[config.mk]
export PLATFORM = sky130hd
export DESIGN_NAME = nvme_io_queue_pair_host_top
export DESIGN_NICKNAME = d
export VERILOG_FILES = /design/src/hdl/nvqp_pkg.sv /design/src/hdl/nvqp_cfg_regs.sv /design/src/hdl/nvqp_engine.sv /design/src/hdl/nvqp_out_reg.sv /design/src/hdl/nvme_io_queue_pair_host_top.sv
export SDC_FILE = /design/constraint.sdc
export NUM_CORES = 1
export LEC_CHECK = 0
export BUFFER_PORTS_ARGS = -buffer_cell sky130_fd_sc_hd__buf_2
export CELL_PAD_IN_SITES_DETAIL_PLACEMENT = 1
export CELL_PAD_IN_SITES_GLOBAL_PLACEMENT = 1
export CORE_ASPECT_RATIO = 1.1
export CORE_UTILIZATION = 48
export DETAILED_ROUTE_END_ITERATION = 7
export GPL_TIMING_DRIVEN = 0
export PLACE_DENSITY = 0.89
export SETUP_SLACK_MARGIN = 0.3
export SLEW_MARGIN = 30
export SYNTH_ARGS = -nofsm -noshare
export SYNTH_HDL_FRONTEND = slang
export SYNTH_SLANG_ARGS = --single-unit
[constraint.sdc]
create_clock -name clk -period 22.7 [get_ports clk]
set_clock_uncertainty 0.2 [all_clocks]
set_input_delay 3.405 -clock clk [delete_from_list [all_inputs] [get_ports clk]]
set_output_delay 3.405 -clock clk [all_outputs]
set_load 0.02 [all_outputs]
[src/hdl/nvqp_pkg.sv]
// Shared types, codes and constants for the NVMe I/O queue pair host block.
package nvqp_pkg;

    localparam int unsigned QUEUE_DEPTH_DEF = 8;
    localparam int unsigned PAGE_BYTES      = 4096;

    localparam logic [33:0] DOORBELL_BASE  = 34'h0_0000_1000;
    localparam logic [31:0] POLL_LIMIT_RST = 32'd50_000_000;
    localparam logic [3:0]  SSL_MIN        = 4'd9;
    localparam logic [3:0]  SSL_MAX        = 4'd12;
    localparam logic [7:0]  NVM_OP_WRITE   = 8'h01;
    localparam logic [7:0]  NVM_OP_READ    = 8'h02;

    localparam int IN_TDATA_W  = 120;
    localparam int OUT_TDATA_W = 176;
    localparam int CFG_INDEX_W = 3;
    localparam int CFG_DATA_W  = 32;

    typedef enum logic [1:0] {
        OP_READ  = 2'd0,
        OP_WRITE = 2'd1,
        OP_POLL  = 2'd2,
        OP_NONE  = 2'd3
    } op_t;

    typedef enum logic [2:0] {
        KIND_NOTHING  = 3'd0,
        KIND_OFFLINE  = 3'd1,
        KIND_TOO_MANY = 3'd2,
        KIND_BUSY     = 3'd3,
        KIND_SUBMIT   = 3'd4,
        KIND_OK       = 3'd5,
        KIND_ERROR    = 3'd6,
        KIND_TIMEOUT  = 3'd7
    } kind_t;

    typedef enum logic [CFG_INDEX_W-1:0] {
        CFG_ONLINE      = 3'd0,
        CFG_SECTOR_LOG2 = 3'd1,
        CFG_STRIDE_LOG2 = 3'd2,
        CFG_QUEUE_ID    = 3'd3,
        CFG_POLL_LIMIT  = 3'd4
    } cfg_idx_t;

    typedef struct packed {
        logic        online;
        logic [3:0]  sector_size_log2;
        logic [3:0]  doorbell_stride_log2;
        logic [15:0] queue_id;
        logic [31:0] poll_limit;
    } cfg_t;

    typedef struct packed {
        op_t         opcode;
        logic [63:0] start_block;
        logic [16:0] block_count;
        logic [31:0] completion_word;
    } item_t;

    typedef struct packed {
        kind_t       result_kind;
        logic [2:0]  slot_index;
        logic [31:0] command_dword0;
        logic [31:0] block_low_dword;
        logic [31:0] block_high_dword;
        logic [15:0] blocks_zero_based;
        logic [33:0] doorbell_offset;
        logic [2:0]  doorbell_value;
        logic [14:0] status_code;
    } res_t;

    // Doorbell offset: base + (2 * queue_id + which) * (4 << stride), kept to 34 bits.
    function automatic logic [33:0] doorbell_off(input cfg_t cfg, input logic which);
        logic [16:0] idx;
        logic [33:0] shifted;
        idx     = {cfg.queue_id, which};
        shifted = 34'(idx) << (5'(cfg.doorbell_stride_log2) + 5'd2);
        return DOORBELL_BASE + shifted;
    endfunction

endpackage

[src/hdl/nvqp_cfg_regs.sv]
// Configuration registers of the queue pair host, written through a plain write port.
module nvqp_cfg_regs
    import nvqp_pkg::*;
(
    input  logic                   clk,
    input  logic                   rst_n,
    input  logic                   cfg_wr_en,
    input  logic [CFG_INDEX_W-1:0] cfg_index,
    input  logic [CFG_DATA_W-1:0]  cfg_data,
    output cfg_t                   cfg
);

    cfg_t cfg_reg;
    cfg_t cfg_next;

    always_comb
    begin
        cfg_next = cfg_reg;
        if (cfg_wr_en)
        begin
            unique case (cfg_idx_t'(cfg_index))
                CFG_ONLINE:      cfg_next.online               = cfg_data[0];
                CFG_SECTOR_LOG2: cfg_next.sector_size_log2     = cfg_data[3:0];
                CFG_STRIDE_LOG2: cfg_next.doorbell_stride_log2 = cfg_data[3:0];
                CFG_QUEUE_ID:    cfg_next.queue_id             = cfg_data[15:0];
                CFG_POLL_LIMIT:  cfg_next.poll_limit           = cfg_data[31:0];
                default:         cfg_next = cfg_reg;
            endcase
        end
    end

    always_ff @(posedge clk or negedge rst_n)
    begin
        if (!rst_n)
        begin
            cfg_reg.online               <= 1'b0;
            cfg_reg.sector_size_log2     <= SSL_MIN;
            cfg_reg.doorbell_stride_log2 <= 4'd0;
            cfg_reg.queue_id             <= 16'd1;
            cfg_reg.poll_limit           <= POLL_LIMIT_RST;
        end
        else
        begin
            cfg_reg <= cfg_next;
        end
    end

    assign cfg = cfg_reg;

endmodule

[src/hdl/nvqp_engine.sv]
// Queue pair state and the combinational decision logic for one request or poll.
module nvqp_engine
    import nvqp_pkg::*;
#(
    parameter int unsigned QUEUE_DEPTH = QUEUE_DEPTH_DEF
)
(
    input  logic  clk,
    input  logic  rst_n,
    input  item_t item,
    input  logic  item_valid,
    input  logic  adv,
    input  cfg_t  cfg,
    output res_t  res,
    output logic  res_valid,
    output logic  awaiting
);

    localparam int PTR_W = $clog2(QUEUE_DEPTH);
    localparam logic [PTR_W-1:0] PTR_LAST = PTR_W'(QUEUE_DEPTH - 1);

    logic [PTR_W-1:0] tail_reg, tail_next;
    logic [PTR_W-1:0] head_reg, head_next;
    logic             phase_reg, phase_next;
    logic [15:0]      cid_reg, cid_next;
    logic             await_reg, await_next;
    logic [31:0]      poll_cnt_reg, poll_cnt_next;

    logic [PTR_W-1:0] tail_inc;
    logic [PTR_W-1:0] head_inc;
    logic [PTR_W+2:0] tail_ext, tail_inc_ext, head_ext, head_inc_ext;
    logic [3:0]       ssl;
    logic [16:0]      max_blocks;
    logic             emit;

    assign tail_inc     = (tail_reg == PTR_LAST) ? '0 : tail_reg + 1'b1;
    assign head_inc     = (head_reg == PTR_LAST) ? '0 : head_reg + 1'b1;
    // Slot fields are three bits wide whatever the queue depth.
    assign tail_ext     = {3'b000, tail_reg};
    assign tail_inc_ext = {3'b000, tail_inc};
    assign head_ext     = {3'b000, head_reg};
    assign head_inc_ext = {3'b000, head_inc};

    assign ssl = (cfg.sector_size_log2 >= SSL_MIN && cfg.sector_size_log2 <= SSL_MAX) ?
                 cfg.sector_size_log2 : SSL_MIN;
    assign max_blocks = 17'(PAGE_BYTES >> ssl);

    always_comb
    begin
        res           = res_t'('0);
        emit          = 1'b0;
        tail_next     = tail_reg;
        head_next     = head_reg;
        phase_next    = phase_reg;
        cid_next      = cid_reg;
        await_next    = await_reg;
        poll_cnt_next = poll_cnt_reg;

        unique case (item.opcode)
            OP_READ, OP_WRITE:
            begin
                emit = 1'b1;
                if (item.block_count == 17'd0)
                begin
                    res.result_kind = KIND_NOTHING;
                end
                else if (!cfg.online)
                begin
                    res.result_kind = KIND_OFFLINE;
                end
                else if (item.block_count > max_blocks)
                begin
                    res.result_kind = KIND_TOO_MANY;
                end
                else if (await_reg)
                begin
                    res.result_kind = KIND_BUSY;
                end
                else
                begin
                    res.result_kind       = KIND_SUBMIT;
                    res.slot_index        = tail_ext[2:0];
                    res.command_dword0    = {cid_reg, 8'h00,
                                             (item.opcode == OP_WRITE) ? NVM_OP_WRITE
                                                                       : NVM_OP_READ};
                    res.block_low_dword   = item.start_block[31:0];
                    res.block_high_dword  = item.start_block[63:32];
                    res.blocks_zero_based = 16'(item.block_count - 17'd1);
                    res.doorbell_offset   = doorbell_off(cfg, 1'b0);
                    res.doorbell_value    = tail_inc_ext[2:0];
                    tail_next             = tail_inc;
                    cid_next              = cid_reg + 16'd1;
                    await_next            = 1'b1;
                    poll_cnt_next         = '0;
                end
            end
            OP_POLL:
            begin
                if (!await_reg)
                begin
                    emit            = 1'b1;
                    res.result_kind = KIND_NOTHING;
                end
                else if (item.completion_word[16] != phase_reg)
                begin
                    // Phase tag not yet flipped by the controller: count toward timeout.
                    if ({1'b0, poll_cnt_reg} + 33'd1 >= {1'b0, cfg.poll_limit})
                    begin
                        emit            = 1'b1;
                        res.result_kind = KIND_TIMEOUT;
                        res.slot_index  = head_ext[2:0];
                        await_next      = 1'b0;
                        poll_cnt_next   = '0;
                    end
                    else
                    begin
                        poll_cnt_next = poll_cnt_reg + 32'd1;
                    end
                end
                else
                begin
                    emit                = 1'b1;
                    res.result_kind     = (item.completion_word[31:17] != 15'd0) ?
                                          KIND_ERROR : KIND_OK;
                    res.slot_index      = head_ext[2:0];
                    res.doorbell_offset = doorbell_off(cfg, 1'b1);
                    res.doorbell_value  = head_inc_ext[2:0];
                    res.status_code     = item.completion_word[31:17];
                    head_next           = head_inc;
                    if (head_inc == '0)
                    begin
                        phase_next = ~phase_reg;
                    end
                    await_next    = 1'b0;
                    poll_cnt_next = '0;
                end
            end
            default:
            begin
                emit = 1'b0;
            end
        endcase
    end

    always_ff @(posedge clk or negedge rst_n)
    begin
        if (!rst_n)
        begin
            tail_reg     <= '0;
            head_reg     <= '0;
            phase_reg    <= 1'b1;
            cid_reg      <= 16'd1;
            await_reg    <= 1'b0;
            poll_cnt_reg <= '0;
        end
        else if (adv)
        begin
            tail_reg     <= tail_next;
            head_reg     <= head_next;
            phase_reg    <= phase_next;
            cid_reg      <= cid_next;
            await_reg    <= await_next;
            poll_cnt_reg <= poll_cnt_next;
        end
    end

    assign res_valid = item_valid && emit;
    assign awaiting  = await_reg;

endmodule

[src/hdl/nvqp_out_reg.sv]
// Result register that holds one finished result until the master side takes it.
module nvqp_out_reg
    import nvqp_pkg::*;
(
    input  logic                   clk,
    input  logic                   rst_n,
    input  logic                   load,
    input  res_t                   res,
    output logic                   can_take,
    output logic                   m_tvalid,
    input  logic                   m_tready,
    output logic [OUT_TDATA_W-1:0] m_tdata
);

    logic valid_reg, valid_next;
    res_t res_reg;

    assign can_take   = !valid_reg || m_tready;
    assign valid_next = load || (valid_reg && !m_tready);

    always_ff @(posedge clk or negedge rst_n)
    begin
        if (!rst_n)
        begin
            valid_reg <= 1'b0;
        end
        else
        begin
            valid_reg <= valid_next;
        end
    end

    always_ff @(posedge clk)
    begin
        if (load)
        begin
            res_reg <= res;
        end
    end

    assign m_tvalid = valid_reg;
    assign m_tdata  = {6'b0,
                       res_reg.status_code,
                       res_reg.doorbell_value,
                       res_reg.doorbell_offset,
                       res_reg.blocks_zero_based,
                       res_reg.block_high_dword,
                       res_reg.block_low_dword,
                       res_reg.command_dword0,
                       res_reg.slot_index,
                       res_reg.result_kind};

endmodule

[src/hdl/nvme_io_queue_pair_host_top.sv]
// Top level of the NVMe I/O queue pair host: input register, engine and result register.
//
// Takes one read request, write request or completion poll per clock cycle while the
// master side does not stall. An accepted transaction is held in the input register and
// its result is then loaded into the result register, which offers it on the master
// side. The rate rests on the registered update of the queue pointers, command
// id, phase and poll counter, which every item reads and writes. When the master side
// stalls with a result waiting, the held item stays in the input register and the slave
// side stops accepting. A poll whose phase tag does not match gives no result until the
// poll limit is reached. Configuration writes take effect on the next cycle and are meant
// to happen only while no item is in flight.
module nvme_io_queue_pair_host_top
    import nvqp_pkg::*;
#(
    parameter int unsigned QUEUE_DEPTH = QUEUE_DEPTH_DEF
)
(
    input  logic                   clk,
    input  logic                   rst_n,
    // s_tdata: opcode[1:0], start_block[65:2], block_count[82:66],
    // completion_word[114:83], zero fill above
    input  logic                   s_tvalid,
    output logic                   s_tready,
    input  logic [IN_TDATA_W-1:0]  s_tdata,
    // m_tdata: result_kind[2:0], slot_index[5:3], command_dword0[37:6],
    // block_low_dword[69:38], block_high_dword[101:70], blocks_zero_based[117:102],
    // doorbell_offset[151:118], doorbell_value[154:152], status_code[169:155], zero fill
    output logic                   m_tvalid,
    input  logic                   m_tready,
    output logic [OUT_TDATA_W-1:0] m_tdata,
    input  logic                   cfg_wr_en,
    input  logic [CFG_INDEX_W-1:0] cfg_index,
    input  logic [CFG_DATA_W-1:0]  cfg_data
);

    cfg_t  cfg;
    item_t item_reg;
    item_t item_in;
    logic  in_valid_reg, in_valid_next;
    logic  adv;
    logic  can_take;
    res_t  res;
    logic  res_valid;
    logic  awaiting;

    assign item_in.opcode          = op_t'(s_tdata[1:0]);
    assign item_in.start_block     = s_tdata[65:2];
    assign item_in.block_count     = s_tdata[82:66];
    assign item_in.completion_word = s_tdata[114:83];

    // The held item moves on whenever the result register can take its result.
    assign adv           = in_valid_reg && can_take;
    assign s_tready      = !in_valid_reg || adv;
    assign in_valid_next = (s_tvalid && s_tready) || (in_valid_reg && !adv);

    always_ff @(posedge clk or negedge rst_n)
    begin
        if (!rst_n)
        begin
            in_valid_reg <= 1'b0;
        end
        else
        begin
            in_valid_reg <= in_valid_next;
        end
    end

    always_ff @(posedge clk)
    begin
        if (s_tvalid && s_tready)
        begin
            item_reg <= item_in;
        end
    end

    nvqp_cfg_regs u_cfg_regs (
        .clk       (clk),
        .rst_n     (rst_n),
        .cfg_wr_en (cfg_wr_en),
        .cfg_index (cfg_index),
        .cfg_data  (cfg_data),
        .cfg       (cfg)
    );

    nvqp_engine #(
        .QUEUE_DEPTH (QUEUE_DEPTH)
    ) u_engine (
        .clk        (clk),
        .rst_n      (rst_n),
        .item       (item_reg),
        .item_valid (in_valid_reg),
        .adv        (adv),
        .cfg        (cfg),
        .res        (res),
        .res_valid  (res_valid),
        .awaiting   (awaiting)
    );

    nvqp_out_reg u_out_reg (
        .clk      (clk),
        .rst_n    (rst_n),
        .load     (adv && res_valid),
        .res      (res),
        .can_take (can_take),
        .m_tvalid (m_tvalid),
        .m_tready (m_tready),
        .m_tdata  (m_tdata)
    );

    // A submitted command leaves the pair waiting for its completion.
    assert property (@(posedge clk) disable iff (!rst_n)
        (adv && res_valid && res.result_kind == KIND_SUBMIT) |=> awaiting)
        else $error("submission did not mark a command in flight");

    // A completion or a timeout ends the wait.
    assert property (@(posedge clk) disable iff (!rst_n)
        (adv && res_valid && (res.result_kind == KIND_OK || res.result_kind == KIND_ERROR ||
                              res.result_kind == KIND_TIMEOUT)) |=> !awaiting)
        else $error("completion or timeout left a command in flight");

    // Rejections and no-op results leave the wait state alone.
    assert property (@(posedge clk) disable iff (!rst_n)
        (adv && res_valid && (res.result_kind == KIND_NOTHING ||
                              res.result_kind == KIND_OFFLINE ||
                              res.result_kind == KIND_TOO_MANY ||
                              res.result_kind == KIND_BUSY)) |=> (awaiting == $past(awaiting)))
        else $error("rejected transaction changed the wait state");

    // Nothing is taken into the engine's result path while the result register is full and not being read.
    assert property (@(posedge clk) disable iff (!rst_n)
        (m_tvalid && !m_tready) |-> !adv)
        else $error("item advanced while the result register was stalled");

endmodule
# After elaboration in Yosys (flattened, before gate mapping)
# Index checks and enable logic that the tools add are counted.
# Widths: inputs -> output; s select.
[word_totals]
reg_bits = 400
out_inout_bits = 178
input_bits = 160
[classes]
shifts = 3
magnitude_cmp = 4
n_addsub = 9
n_reduce_logical = 35
n_mux = 40
eq_ne = 14
bitwise_logic = 8
[op_table]
columns = ["op", "count"]
rows = [
  ["$mux 152", 4],
  ["$mux 32", 7],
  ["$mux 52", 2],
  ["$pmux 37 s2", 1],
  ["$add 13x34->34 const A", 2],
  ["$shl 17x5->34", 2],
  ["$pmux 32 s2", 1],
  ["$add 32x1->33 const B", 1],
  ["$ge 33x32->1", 1],
  ["$add 32x1->32 const B", 1],
  ["$mux 3", 8],
  ["$gt 17x17->1", 1],
  ["$logic_not 17->1", 1],
  ["$shr 13x4->17 const A", 1],
  ["$add 16x1->16 const B", 1],
  ["$sub 16x1->16 const B", 1],
  ["$reduce_bool 15->1", 1],
  ["$mux 6", 2],
  ["$pmux 6 s2", 1],
  ["$reduce_and 2->1", 5],
  ["$reduce_and 5->1", 2],
  ["$eq 3x3->1 const B", 3],
  ["$mux 1", 9],
  ["$ne 2x2->1 const B", 4],
  ["other kinds (27)", 51],
]

# Depth between registers and ports, before layout
[depth]
ltp_word = 9
depth_mapped = 21
mapped_depth_nobuf = 16

# Modules after synthesis
# From an unflattened synthesis, not the netlist that was laid out.
[hier_totals]
cells_unflattened = 1477
area_unflattened_um2 = 19095.8
[by_module_without_submodules]
columns = ["mod", "cells_per_inst", "seq_area_each_um2", "area_each_um2", "instances"]
rows = [
  ["nvqp_engine", 1052, 1403.8, 8185.4, 1],
  ["nvqp_out_reg", 180, 5129.9, 5201.2, 1],
  ["nvme_io_queue_pair_host_top", 121, 3478.3, 3519.6, 1],
  ["nvqp_cfg_regs", 124, 1445.1, 2189.6, 1],
]

# Least setup slack after synthesis
# No wires, ideal clock.
[synth_path]
path_kind = "input to register"
start = "input m_tready"
end = "register u_out_reg.res_reg (netlist bit u_out_reg.m_tdata[0]), enable pin"
arrival_ns = 11.122
setup_slack_ns = 10.653
stages = 3
path_cell_list = "nand2b_1 > nand2_1 > a21oi_1"
[synth_via]
elab_chain_len = 3
[synth_rtl]
columns = ["item", "line_no", "source"]
rows = [
  ["start, declared", "nvme_io_queue_pair_host_top.sv:29", "input logic m_tready,"],
  ["$logic_or 1x1->1", "nvqp_out_reg.sv:18", "assign can_take = !valid_reg || m_tready;"],
  ["$logic_and 1x1->1", "nvme_io_queue_pair_host_top.sv:52", "assign adv = in_valid_reg && can_take;"],
  ["$logic_and 1x1->1", "nvme_io_queue_pair_host_top.sv:102", ".load (adv && res_valid),"],
  ["via u_out_reg.load", "nvqp_out_reg.sv:7", "input logic load,"],
  ["end signal, assigned", "nvqp_out_reg.sv:37", "res_reg <= res;"],
  ["end, declared", "nvqp_out_reg.sv:16", "res_t res_reg;"],
]
# The timed path passes the listed nets, and every way through them passes these cells.
# A chain may end at the register's enable or synchronous reset.

# Worst setup path after layout
[layout_path]
start = "input m_tready"
end = "output s_tready"
[layout_via]
elab_chain_len = 3
[layout_rtl]
columns = ["item", "line_no", "source"]
rows = [
  ["$logic_or 1x1->1", "nvqp_out_reg.sv:18", ""],
  ["$logic_and 1x1->1", "nvme_io_queue_pair_host_top.sv:52", ""],
  ["$logic_or 1x1->1", "nvme_io_queue_pair_host_top.sv:53", "assign s_tready = !in_valid_reg || adv;"],
  ["end, declared", "nvme_io_queue_pair_host_top.sv:23", "output logic s_tready,"],
]
# No other way between the ends.

==> flow_summary.html <==
<table>
<tr><th>Metric</th><th>Value</th></tr>
<tr><th colspan="2">Status</th></tr>
<tr><td>Status</td><td>finished clean</td></tr>
<tr><th colspan="2">Setup path</th></tr>
<tr><td>Sort of element at the end of the critical path</td><td>output pin</td></tr>
<tr><td>Depth of the most critical reg-to-reg path</td><td>22</td></tr>
<tr><td>R2r endpoint</td><td>u_out_reg.m_tdata[110]</td></tr>
<tr><td>Crit path required time</td><td>about 19 ns</td></tr>
<tr><td>Kind of critical path</td><td>in -&gt; out</td></tr>
<tr><td>Worst Setup Start Kind</td><td>primary input</td></tr>
<tr><td>Crit path max fanout</td><td>3</td></tr>
<tr><td>Reg2reg start</td><td>u_engine.poll_cnt_reg[2]</td></tr>
<tr><td>Worst R2R Setup Slack</td><td>between 15 and 20 ns</td></tr>
<tr><td>Endpoint arrival time on the critical path</td><td>between 4 and 5 ns</td></tr>
<tr><th colspan="2">Clock tree</th></tr>
<tr><td>Buffer cell driving the clock tree root</td><td>clkbuf_16</td></tr>
<tr><td>TritonCTS Sinks</td><td>370</td></tr>
<tr><td>Clock tree from TritonCTS</td><td>done</td></tr>
<tr><td>Number of H-tree branching levels</td><td>2</td></tr>
<tr><td>Maximum buffer depth of the clock tree</td><td>3</td></tr>
<tr><td>CTS buffer count</td><td>39</td></tr>
<tr><td>Clock latency on the worst-skew pair</td><td>about 0.57 ns</td></tr>
<tr><td>Number of buffers inserted by hold repair at cts</td><td>0</td></tr>
<tr><td>Total of cells resized after clock tree synthesis</td><td>0</td></tr>
<tr><td>Register clock-pin slew on the reported worst setup and hold paths</td><td>0.07 ns</td></tr>
<tr><td>Count of buffers added by post-CTS timing repair for setup</td><td>0</td></tr>
<tr><th colspan="2">Hold path</th></tr>
<tr><td>Start point of the worst hold path</td><td>u_engine.cid_reg[13]</td></tr>
<tr><td>Hold-critical path endpoint</td><td>u_engine.cid_reg[13]</td></tr>
<tr><td>Type of the worst min-delay path</td><td>reg -&gt; reg</td></tr>
<tr><td>Min-Delay Path Depth</td><td>1</td></tr>
<tr><th colspan="2">Timing</th></tr>
<tr><td>Setup-violating endpoint count in the final report</td><td>0</td></tr>
<tr><td>Remaining max-slew budget at the tightest pin</td><td>40.8%</td></tr>
<tr><td>Maximum operating frequency</td><td>around 130 MHz</td></tr>
<tr><td>Setup repair after global routing missed its margin</td><td>false</td></tr>
<tr><td>Minimum clock period</td><td>7.67 ns</td></tr>
<tr><td>Measured slew at the worst slew-check pin</td><td>0.889 ns</td></tr>
<tr><td>Setup TNS</td><td>0 ns</td></tr>
<tr><td>Final count of pins violating max slew</td><td>0</td></tr>
<tr><td>Final number of hold-violating endpoints</td><td>0</td></tr>
<tr><td>Part of the cycle the worst path needs</td><td>about a third</td></tr>
<tr><th colspan="2">Logic synthesis</th></tr>
<tr><td>Post-synthesis instance total</td><td>about 1500</td></tr>
<tr><td>Number of flip-flops and latches in the synthesized netlist</td><td>370</td></tr>
<tr><td>Average instance area after synthesis</td><td>about 12 sq um</td></tr>
<tr><td>Count of warnings emitted by yosys</td><td>0</td></tr>
<tr><td>Number of synthesized flops with an enable pin</td><td>about 260</td></tr>
<tr><td>Cell area after synthesis</td><td>about 18000 sq um</td></tr>
<tr><td>Share of synthesized flip-flops with an asynchronous set or reset</td><td>between 30% and 40%</td></tr>
<tr><td>Part of the Yosys area used for sequential elements</td><td>58.7%</td></tr>
<tr><td>Main synth FF type</td><td>edfxtp_1</td></tr>
<tr><td>Number of library cell types mapped by synthesis</td><td>between 80 and 90</td></tr>
<tr><th colspan="2">Placement</th></tr>
<tr><td>GP Congestion</td><td>0.948</td></tr>
<tr><td>Count of input and output buffers</td><td>296</td></tr>
<tr><td>Final HPWL DP</td><td>between 40 and 50 mm</td></tr>
<tr><td>Instance area after placement</td><td>slightly above 20000 sq um</td></tr>
<tr><th colspan="2">Die</th></tr>
<tr><td>Overall die area</td><td>around 38000 sq um</td></tr>
<tr><td>Floorplan die height</td><td>a little over 200 um</td></tr>
<tr><td>Floorplan core area</td><td>37000 sq um</td></tr>
<tr><td># rows</td><td>74</td></tr>
<tr><td>DIE WIDTH</td><td>187 um</td></tr>
<tr><td>Effective utilization at floorplan</td><td>approximately half</td></tr>
<tr><td>Number of I/O pins</td><td>338</td></tr>
<tr><th colspan="2">Global route</th></tr>
<tr><td>First-pass GRT wire length</td><td>approximately 86 mm</td></tr>
<tr><td>M1 GR Usage</td><td>33.4%</td></tr>
<tr><td>Overflow left after global routing</td><td>0</td></tr>
<tr><td>Initial antenna violation count</td><td>4</td></tr>
<tr><td>Busiest layer in global routing</td><td>met2</td></tr>
<tr><td>All-Layer GR Usage</td><td>a little under 30%</td></tr>
<tr><td>Met2 capacity usage during global routing</td><td>between 50% and 60%</td></tr>
<tr><td>Global routing met3 resource utilization</td><td>roughly 3.7%</td></tr>
<tr><td>Maximum number of pins on one net before global-route repair</td><td>between 60 and 70</td></tr>
<tr><td>Number of global-route vias before repair</td><td>about 15000</td></tr>
<tr><th colspan="2">Pwr</th></tr>
<tr><td>Power share of the clock group</td><td>slightly above 30%</td></tr>
<tr><td>Part of the total power dissipated in combinational logic</td><td>~29%</td></tr>
<tr><td>Power density of the placed cells</td><td>slightly below 100 nW/um^2</td></tr>
<tr><td>Net switching fraction of the power</td><td>between 30% and 40%</td></tr>
<tr><td>Net switching component of the power</td><td>roughly 0.74 mW</td></tr>
<tr><td>Power share of the sequential group</td><td>between 40% and 50%</td></tr>
<tr><td>Int Power</td><td>around 1.4 mW</td></tr>
<tr><td>Worst vdd rail ir drop</td><td>between 0.05 and 0.06 mV</td></tr>
<tr><td>Leakage power figure</td><td>about 9 nW</td></tr>
<tr><th colspan="2">Layout</th></tr>
<tr><td>Most used cells in the layout excluding fill and tap cells</td><td>buf_2, edfxtp_1, nand2_1, and2_1, dfrtp_1</td></tr>
<tr><td>Growth of design area from synthesis to finish</td><td>20.9%</td></tr>
<tr><td>Most common cell after layout, fill and taps aside</td><td>buf_2</td></tr>
<tr><td>Final design instance area without fill</td><td>21700 sq um</td></tr>
<tr><td>Total Nets Final</td><td>a little over 2000</td></tr>
<tr><td>Fraction of final layout cells with drive strength greater than 1</td><td>26.9%</td></tr>
<tr><td>Flip-flop count of the largest register after layout</td><td>about 160</td></tr>
<tr><th colspan="2">Route</th></tr>
<tr><td>Remaining antenna violation count after routing</td><td>0</td></tr>
<tr><td>Average via count per standard cell</td><td>approximately 5.7</td></tr>
<tr><td>Final wirelength</td><td>56.1 mm</td></tr>
<tr><td>Number of vias after detailed routing</td><td>between 10000 and 15000</td></tr>
<tr><td>1st-pass router iterations</td><td>5</td></tr>
<tr><td>Initial DRC count</td><td>811</td></tr>
<tr><td>DR WL/cell</td><td>between 20 and 25 um</td></tr>
<tr><td>Remaining routing DRC violations</td><td>0</td></tr>
<tr><th colspan="2">Flow run</th></tr>
<tr><td>Number of max-capacitance violations reported</td><td>0</td></tr>
</table>
[per-stage QoR]
stage / worst slack (ns) / power (mW) / hold WS [ns] / instances / utilization (%)
2_1_floorplan: 10.65 / 1.29 / 0.237 / 1501 / -
6_report: 15.03 / 2.16 / 0.308 / 2379 / 58.7
3_5_place_dp: 15.13 / 1.49 / 0.261 / 2303 / 55.2
4_1_cts: 15.04 / 2.16 / 0.302 / 2375 / 58.7
5_1_grt: 14.92 / 2.23 / 0.316 / 2377 / 58.7
3_3_place_gp: 7.05 / 1.47 / 0.254 / 2291 / 54.5
[worst max path at each step]
stage / from / end / slack (ns) / cells past startpoint
after CTS: m_tready / s_tready / 15.04 / 4
after detailed placement: m_tready / s_tready / 15.13 / 4
after global routing: m_tready / s_tready / 14.92 / 4
after global placement: u_engine.poll_cnt_reg[2] / u_out_reg.m_tdata[105] / 7.05 / 18
final: m_tready / s_tready / 15.03 / 4
after floorplan: m_tready / u_out_reg.m_tdata[0] / 10.65 / 3
[layer usage]
layer,wire [um],part of all wire (%),vias up
li1,-,-,6100
met1,21400,38,6971
met2,30400,54,467
met3,2430,4.3,98
met4,1890,3.4,0
met5,0,0,-
[final cells by class]
cell class | instances | area, sq um
fillers | 3942 | 15300
flip-flops and latches | 370 | 10600
multi-input cells | 983 | 6850
repair buffers | 308 | 1700
clock buffers | 51 | 1050
well taps | 494 | 618
plain buffers | 91 | 505
clock inverters | 21 | 249
inverters | 57 | 214
diodes | 4 | 10.0
[cells by family (layout without fill, tap and decap cells)]
group           after synthesis  in the layout  share of synthesized area (%)
other cells                   2             34                         0.0417
xor+xnor                     81             81                           4.09
compound gates              240            240                           8.82
simple gates                498            498                           14.7
flops                       370            370                           58.7
buf+inv                     148            528                           4.00
fa+ha+maj                    55             55                           3.82
mux                          79             79                           5.88
[power groups by stage]
stage,combinational (mW),clock (mW),sequential (mW)
2_1_floorplan,0.352,0,0.934
3_3_place_gp,0.568,0,0.898
3_5_place_dp,0.606,0,0.885
4_1_cts,0.615,0.669,0.875
5_1_grt,0.662,0.688,0.883
6_report,0.622,0.661,0.874
[synthesized netlist by cell type (7+ instances only)]
master	number	area, sq um
edfxtp_1	255	7660
nand2_1	116	435
and2_1	102	638
dfrtp_1	98	2450
nor2_1	84	315
o21ai_0	64	320
xnor2_1	63	552
inv_1	56	210
ha_1	55	688
nand3_1	55	275
clkbuf_1	45	169
mux2_2	40	450
a21oi_1	37	185
buf_4	26	195
nor3_1	25	125
a22o_1	23	201
nand4_1	23	144
mux2i_1	21	210
a31oi_1	19	119
dfstp_2	17	447
a21o_1	16	120
mux4_2	16	360
o22ai_1	16	100
xor2_1	16	140
and3_1	12	75.1
nor2b_1	11	68.8
o211ai_1	11	82.6
buf_6	8	90.1
nor4_1	8	50.1
or3_1	8	50.1
buf_1	7	26.3
nand2b_1	7	43.8
o21a_1	7	52.6
o32ai_1	7	61.3
[worst max-delay path: stages]
cell     delay [ns]
buf_2          0.11
nor2b_1        0.22
nand2_1        0.14
buf_2          0.19
Note: power is estimated with default switching activity, not from simulation.
